$ cat src/lsts_pkg.sv
// Package: shared constants and types for the least-slack task scheduler.
package lsts_pkg;
  localparam int TASKS_DEF = 8;
  localparam logic [7:0] SLACK_CEIL = 8'd255;
  localparam logic MODE_LOAD = 1'b0;
  localparam logic MODE_TICK = 1'b1;

  // One task table entry; remaining lives here too so one RAM holds it all.
  typedef struct packed {
    logic [7:0] comp;
    logic [7:0] period;
    logic [7:0] deadline;
    logic [7:0] remaining;
    logic [7:0] slack;
    logic       enabled;
  } task_entry_t;

  localparam int ENTRY_W = $bits(task_entry_t);
endpackage

$ cat src/least_slack_task_scheduler_unit.sv
// Least-slack-first picker over a RAM-held table of periodic tasks.
// Load item: one RAM write, result valid the cycle after accept.
// Tick item: per evaluated task one RAM read, a sequential modulo and a write back;
//   a task that is not ready is skipped without a RAM read.
// One item at a time; result held in an output register while the next waits.
// Reset: a clearing pass writes a reset entry to each of the TASKS slots; no item is taken.
module least_slack_task_scheduler_unit
  import lsts_pkg::*;
#(
  parameter int TASKS = TASKS_DEF
) (
  input  logic        clk,
  input  logic        rst_n,
  input  logic        in_valid,
  output logic        in_stall,
  input  logic        in_mode,
  input  logic [2:0]  in_slot,
  input  logic [7:0]  in_comp_time,
  input  logic [7:0]  in_period_len,
  input  logic [7:0]  in_due_time,
  input  logic        in_enable_bit,
  input  logic [7:0]  in_ready_mask,
  input  logic [15:0] in_now,
  output logic        out_valid,
  input  logic        out_stall,
  output logic        out_pick_valid,
  output logic [2:0]  out_pick_index,
  output logic [7:0]  out_pick_slack,
  output logic [7:0]  out_miss_flags
);
  localparam int AW = (TASKS > 1) ? $clog2(TASKS) : 1;
  localparam int RD = (TASKS > 1) ? TASKS : 2;

  typedef enum logic [2:0] {
    S_CLEAR, S_IDLE, S_READ, S_WAIT, S_MOD, S_CALC, S_FIX, S_DONE
  } state_t;

  state_t      state_r;
  logic [AW:0] idx_r;
  logic [7:0]  ready_r, miss_r;
  logic [15:0] nowm1_r;
  logic [7:0]  best_r;
  logic [AW-1:0] win_r;
  logic        found_r;
  task_entry_t ent_r;

  logic          wr_en;
  logic [AW-1:0] wr_addr, rd_addr;
  task_entry_t   wr_data, rd_data;
  logic [ENTRY_W-1:0] rd_raw;
  logic          mod_start, mod_done;
  logic [7:0]    mod_rem;

  lsts_ram #(.WIDTH(ENTRY_W), .DEPTH(RD)) u_ram (
    .clk(clk), .wr_en(wr_en), .wr_addr(wr_addr), .wr_data(wr_data),
    .rd_addr(rd_addr), .rd_data(rd_raw)
  );
  assign rd_data = task_entry_t'(rd_raw);

  // The divisor is captured on start, while the fresh entry sits on the read port.
  lsts_mod u_mod (
    .clk(clk), .rst_n(rst_n), .start(mod_start), .dividend(nowm1_r),
    .divisor(rd_data.period), .done(mod_done), .rem(mod_rem)
  );

  // Per-task evaluation, done on the entry with rel from the modulo unit.
  task_entry_t upd;
  logic        cand, is_miss;
  logic [9:0]  s_val;
  always_comb begin
    upd = ent_r;
    if (mod_rem == 8'd0) begin
      upd.remaining = ent_r.comp;
      upd.slack     = ent_r.deadline - ent_r.comp;
    end
    s_val   = {2'b00, upd.deadline} - {2'b00, upd.remaining} - {2'b00, mod_rem};
    cand    = 1'b0;
    is_miss = 1'b0;
    if (!(upd.remaining == 8'd0 && mod_rem != 8'd0)) begin
      if (s_val[9]) begin
        is_miss = 1'b1;
      end else begin
        upd.slack = s_val[7:0];
        cand = (s_val[7:0] < best_r);
      end
    end
  end

  logic in_acc;
  logic task_on;
  logic out_set;
  assign in_stall = (state_r != S_IDLE) || (out_valid && out_stall);
  assign in_acc   = in_valid && !in_stall;
  assign task_on  = (idx_r[AW-1:0] < 8) && ready_r[idx_r[AW-1:0] & 3'(7)];
  assign mod_start = (state_r == S_WAIT) && rd_data.enabled;
  assign out_set  = ((state_r == S_IDLE) && in_acc && (in_mode == MODE_LOAD)) ||
                    (state_r == S_FIX);

  // Memory port selection by state.
  always_comb begin
    wr_en   = 1'b0;
    wr_addr = idx_r[AW-1:0];
    wr_data = upd;
    rd_addr = idx_r[AW-1:0];
    unique case (state_r)
      S_CLEAR: begin
        wr_en   = 1'b1;
        wr_data = '{comp: 8'd0, period: 8'd1, deadline: 8'd0, remaining: 8'd0,
                    slack: 8'd0, enabled: 1'b0};
      end
      S_IDLE: begin
        wr_en   = in_acc && (in_mode == MODE_LOAD) && (32'(in_slot) < TASKS);
        wr_addr = AW'(in_slot);
        wr_data = '{comp: in_comp_time,
                    period: (in_period_len == 8'd0) ? 8'd1 : in_period_len,
                    deadline: in_due_time, remaining: in_comp_time,
                    slack: in_due_time - in_comp_time, enabled: in_enable_bit};
      end
      S_CALC: wr_en = 1'b1;
      S_FIX: begin
        wr_en   = found_r;
        wr_addr = win_r;
        wr_data = rd_data;
        if (rd_data.remaining != 8'd0) wr_data.remaining = rd_data.remaining - 8'd1;
      end
      S_READ, S_WAIT, S_MOD, S_DONE: ;
      default: ;
    endcase
    if (state_r == S_DONE) rd_addr = win_r;
  end

  always_ff @(posedge clk) begin
    if (!rst_n) begin
      state_r   <= S_CLEAR;
      idx_r     <= '0;
      found_r   <= 1'b0;
      out_valid <= 1'b0;
    end else begin
      if (out_set) out_valid <= 1'b1;
      else if (out_valid && !out_stall) out_valid <= 1'b0;
      unique case (state_r)
        S_CLEAR: begin
          idx_r <= idx_r + 1'b1;
          if (idx_r == (AW+1)'(TASKS - 1)) state_r <= S_IDLE;
        end
        S_IDLE: begin
          if (in_acc) begin
            if (in_mode == MODE_LOAD) begin
              out_pick_valid <= 1'b0;
              out_pick_index <= '0;
              out_pick_slack <= '0;
              out_miss_flags <= '0;
            end else begin
              idx_r   <= '0;
              ready_r <= in_ready_mask;
              nowm1_r <= (in_now == 16'd0) ? 16'd0 : in_now - 16'd1;
              miss_r  <= '0;
              best_r  <= SLACK_CEIL;
              win_r   <= '0;
              found_r <= 1'b0;
              state_r <= S_READ;
            end
          end
        end
        S_READ: begin
          // Skip tasks that are not ready without touching the RAM.
          if (idx_r == (AW+1)'(TASKS)) state_r <= found_r ? S_DONE : S_FIX;
          else if (task_on) state_r <= S_WAIT;
          else idx_r <= idx_r + 1'b1;
        end
        S_WAIT: begin
          ent_r <= rd_data;
          if (rd_data.enabled) state_r <= S_MOD;
          else begin
            idx_r   <= idx_r + 1'b1;
            state_r <= S_READ;
          end
        end
        S_MOD: if (mod_done) state_r <= S_CALC;
        S_CALC: begin
          if (is_miss) miss_r[idx_r[AW-1:0] & 3'(7)] <= 1'b1;
          if (cand) begin
            best_r  <= s_val[7:0];
            win_r   <= idx_r[AW-1:0];
            found_r <= 1'b1;
          end
          idx_r   <= idx_r + 1'b1;
          state_r <= S_READ;
        end
        S_DONE: state_r <= S_FIX;
        S_FIX: begin
          out_pick_valid <= found_r;
          out_pick_index <= found_r ? 3'(win_r) : 3'd0;
          out_pick_slack <= found_r ? best_r : 8'd0;
          out_miss_flags <= miss_r;
          state_r        <= S_IDLE;
        end
        default: state_r <= S_IDLE;
      endcase
    end
  end

  // S_FIX writes only when a winner was found; guard via found_r.
  property p_no_accept_busy;
    @(posedge clk) disable iff (!rst_n) (state_r != S_IDLE) |-> in_stall;
  endproperty
  a_no_accept_busy: assert property (p_no_accept_busy) else $error("accept while busy");

  a_fix_found: assert property (@(posedge clk) disable iff (!rst_n)
    (state_r == S_FIX) |=> out_valid) else $error("tick result missing");

  a_win_range: assert property (@(posedge clk) disable iff (!rst_n)
    found_r |-> (32'(win_r) < TASKS)) else $error("winner out of range");
endmodule

$ cat src/lsts_ram.sv
// Generic single-port-write, single-read RAM with registered read data.
module lsts_ram #(
  parameter int WIDTH = 8,
  parameter int DEPTH = 8
) (
  input  logic                     clk,
  input  logic                     wr_en,
  input  logic [$clog2(DEPTH)-1:0] wr_addr,
  input  logic [WIDTH-1:0]         wr_data,
  input  logic [$clog2(DEPTH)-1:0] rd_addr,
  output logic [WIDTH-1:0]         rd_data
);
  logic [WIDTH-1:0] mem [DEPTH];

  always_ff @(posedge clk) begin
    if (wr_en) begin
      mem[wr_addr] <= wr_data;
    end
    rd_data <= mem[rd_addr];
  end
endmodule

$ cat src/lsts_mod.sv
// Sequential modulo unit: remainder of a 16-bit value by an 8-bit divisor.
module lsts_mod (
  input  logic        clk,
  input  logic        rst_n,
  input  logic        start,
  input  logic [15:0] dividend,
  input  logic [7:0]  divisor,
  output logic        done,
  output logic [7:0]  rem
);
  logic [15:0] quo_r, quo_nxt;
  logic [8:0]  rem_r, rem_nxt;
  logic [7:0]  div_r;
  logic [4:0]  cnt_r;
  logic        busy_r;
  logic        done_r;
  logic [9:0]  trial;

  // One restoring step per cycle, sixteen steps.
  always_comb begin
    trial   = {rem_r, quo_r[15]} - {2'b00, div_r};
    quo_nxt = {quo_r[14:0], 1'b0};
    if (!trial[9]) rem_nxt = trial[8:0];
    else           rem_nxt = {rem_r[7:0], quo_r[15]};
  end

  always_ff @(posedge clk) begin
    if (!rst_n) begin
      busy_r <= 1'b0;
      cnt_r  <= '0;
      done_r <= 1'b0;
    end else begin
      done_r <= 1'b0;
      if (start) begin
        busy_r <= 1'b1;
        cnt_r  <= 5'd16;
      end else if (busy_r) begin
        cnt_r <= cnt_r - 5'd1;
        if (cnt_r == 5'd1) begin
          busy_r <= 1'b0;
          done_r <= 1'b1;
        end
      end
    end
  end

  always_ff @(posedge clk) begin
    if (start) begin
      quo_r <= dividend;
      rem_r <= '0;
      div_r <= divisor;
    end else if (busy_r) begin
      quo_r <= quo_nxt;
      rem_r <= rem_nxt;
    end
  end

  assign done = done_r;
  assign rem  = rem_r[7:0];
endmodule

$ cat config.mk
export PLATFORM = sky130hd
export DESIGN_NAME = least_slack_task_scheduler_unit
export DESIGN_NICKNAME = d
export VERILOG_FILES = /design/src/lsts_pkg.sv /design/src/least_slack_task_scheduler_unit.sv /design/src/lsts_ram.sv /design/src/lsts_mod.sv
export SDC_FILE = /design/constraint.sdc
export NUM_CORES = 1
export LEC_CHECK = 0
export BUFFER_PORTS_ARGS = -buffer_cell sky130_fd_sc_hd__buf_4
export CORE_UTILIZATION = 60
export DETAILED_ROUTE_END_ITERATION = 10
export PLACE_DENSITY = 0.74
export SLEW_MARGIN = 20
export SYNTH_ARGS = -nofsm -noshare
export SYNTH_HDL_FRONTEND = slang
export SYNTH_HIERARCHICAL = 1
export SYNTH_SLANG_ARGS = --single-unit
$ cat constraint.sdc
create_clock -name clk -period 13.4 [get_ports clk]
set_input_delay 2.01 -clock clk [delete_from_list [all_inputs] [get_ports clk]]
set_output_delay 2.01 -clock clk [all_outputs]
set_load 0.005 [all_outputs]
==> summary.md <==
| Metric | Value |
|---|---|
| Slew Viols, Final | 0 |
| Number of fill cells | 2120 |
| Global route overflow | 0 |
| Maximum vdd drop | 0.0001139 V |
| Fin. Hold Viols | 0 |
| Post-route ant nets | 0 |
| Initial Util | 61.38% |
| CTS resizes | 0 |
| Io pins | 79 |
| Total Nets Final | 1441 |
| Root Buffer | clkbuf_16 |
| Critical Path Source Type | flop |
| Setup TNS Final | 0 ps |
| Worst-Margin Slew | 1115 ps |
| Pre-antenna DRT Iters | 5 |
| Period utilization | 46.27% |
| Max-slew headroom at the worst pin | 25.70% |
| GP Congestion | 0.8640 |
| WP data required | 13550 ps |
| Die ar. | 33180 um^2 |
| RSZ-0062 raised after global routing | false |
| CP max FO | 11 |
| Dpl ws | 7255 ps |
| Layout Cells excl Fill | 1783 |
| Status | complete, no violations |
| Final total power | 3.174 mW |
| Worst-path cell chain | nor4_2 -> nand2_1 -> a21oi_1 -> ha_1 -> a21oi_1 -> inv_1 -> maj3_1 -> o21a_1 -> maj3_2 -> xor2_1 -> ha_1 -> or2_2 -> a21oi_1 -> a311oi_1 -> nor2_1 -> ha_1 -> o21ai_0 -> o2111ai_1 -> a21oi_1 |
| Post-route DRC | 0 |
| Total wire length | 41910 um |
| CTS Buffer Depth | 3 |
| Worst Skew | 24.36 ps |
| First-pass GRT wire length | 63730 um |
| Gr usage total | 25.56% |
| Worst Hold Class | flop to flop |
| Port bufs | 78 |
| Vias in the first global route | 11170 |
| Worst path max stage delay | 860 ps |
| TritonCTS Buffers | 45 |
| Fin util | 68.97% |
| Crit Path Class | flop to flop |
| WP data arrival | 6350 ps |
| Die width | 182.1 um |
| Core ar. | 31720 um^2 |
| Clock-pin slew on the worst setup and hold paths | 60 ps |
| Setup Viol. Count Final | 0 |
| Hold WS | 432.4 ps |
| DR WL/cell | 23.51 um |
| Initial DRC count | 956 |
| Synth Area per Inst | 15.19 um^2 |
| Via/cell ratio | 6.288 |
| PD cells | 145.1 nW/um^2 |
| Syn-to-layout area delta | 12.36% |
| Die H | 182.1 um |
| Dpl hpwl | 24660 um |
| DP Cell Count | 1701 |
| Mapped Nets | 1377 |
| Fmax | 0.1613 GHz |
| Share of cells above drive strength 1 | 19.55% |
| CTS sink cnt | 442 |
| Placed inst area | 20370 um^2 |
| Leak | 7.764 nW |
| CTS tree | yes |
| Ys Warns | 6 |
| Final non-filler cell area | 21880 um^2 |
| Antenna cells | 0 |
| Routed vias | 11210 |
| Period minus WS final | 6201 ps |
| Initial antenna violation count | 0 |
| Crit. End Element | flop |
| H-tree levels | 2 |
| Largest net degree at the start of global routing | 74 |
| Mapped cell area | 19470 um^2 |
| Most Frequent Cell on Critical Path | a21oi_1 |
| Max cap viols | 0 |
| Max stage delay cell, worst path | a21oi_1 |
| Postcts setup bufs | 0 |
| Clk Latency, worst-skew pair | 550 ps |
| Crit path setup slack, layout | 7199 ps |
| FP Rows | 65 |
| Synth Instances | 1282 |
| Cts hold-fix bufs | 0 |
routing by layer:
layer	track usage, %	up-vias	share of wire, %
met5	0	-	0
met4	9.513	0	3.2
met3	3.412	91	6.3
met2	42.34	403	49
met1	34.94	5595	42
li1	-	5123	-
state kept, by name (all words and copies together) (netlist names), 4 cells and up:
register        count
u_ram/mem         264
ent_r              33
nowm1_r            16
miss_r              8
best_r              8
idx_r               4
u_mod/div_r         8
u_ram/rd_data      33
u_mod/rem_r         9
out_miss_flags      8
u_mod/cnt_r         5
ready_r             8
u_mod/quo_r        16
out_pick_slack      8
power breakdown:
group          total (mW)  switching (mW)  internal, mW
Combinational       0.301           0.165         0.135
Sequential           1.61          0.0439          1.57
Clock                1.26           0.511         0.751
cells in the final DEF, fill, tap and decap left out, types with 22 or more instances in the layout:
| cell type | n |
|---|---|
| a221oi_1 | 26 |
| a21oi_1 | 30 |
| buf_4 | 97 |
| nor3_1 | 24 |
| mux2_2 | 50 |
| xnor2_1 | 22 |
| a31oi_1 | 34 |
| ha_1 | 35 |
| o21ai_0 | 31 |
| clkbuf_16 | 45 |
| mux4_1 | 64 |
| nor2_1 | 71 |
| edfxtp_1 | 384 |
| nand2_1 | 95 |
| dfxtp_1 | 56 |
| inv_1 | 54 |
path summary, 6_finish.rpt:
kind	slack, ps	end	start	cells after the start
worst max-delay path	7200	win_r[1]$_SDFFCE_PN0P_	u_mod/rem_r[7]$_SDFFE_PP0P_	19
worst min-delay path	430	ent_r[23]$_DFFE_PP_	u_ram/rd_data[23]$_DFF_P_	0
worst max register to register	7200	win_r[1]$_SDFFCE_PN0P_	u_mod/rem_r[7]$_SDFFE_PP0P_	19
worst min register to register	430	ent_r[23]$_DFFE_PP_	u_ram/rd_data[23]$_DFF_P_	0
layout make-up:
cell class,instances,area (um^2),area share (%)
flip-flops and latches,442,12690,58.03
multi-input cells,705,6240,28.52
clock buffers,52,1182,5.405
repair buffers,97,728.2,3.329
well taps,402,503.0,2.299
clock inverters,30,321.6,1.470
inverters,55,206.4,0.9437
worst max-delay path, delay by kind of cell, from the launching register on:
| kind | cells | cell delay, ps |
|---|---|---|
| AOI/OAI and AO/OA | 8 | 2410 |
| xor gates and xnor gates | 1 | 150 |
| adders and majority gates | 5 | 1660 |
| buffers and inverters | 1 | 50 |
| DFF | 1 | 380 |
| and+or+nand+nor | 4 | 1170 |
Note: power is estimated with default switching activity, not from simulation.
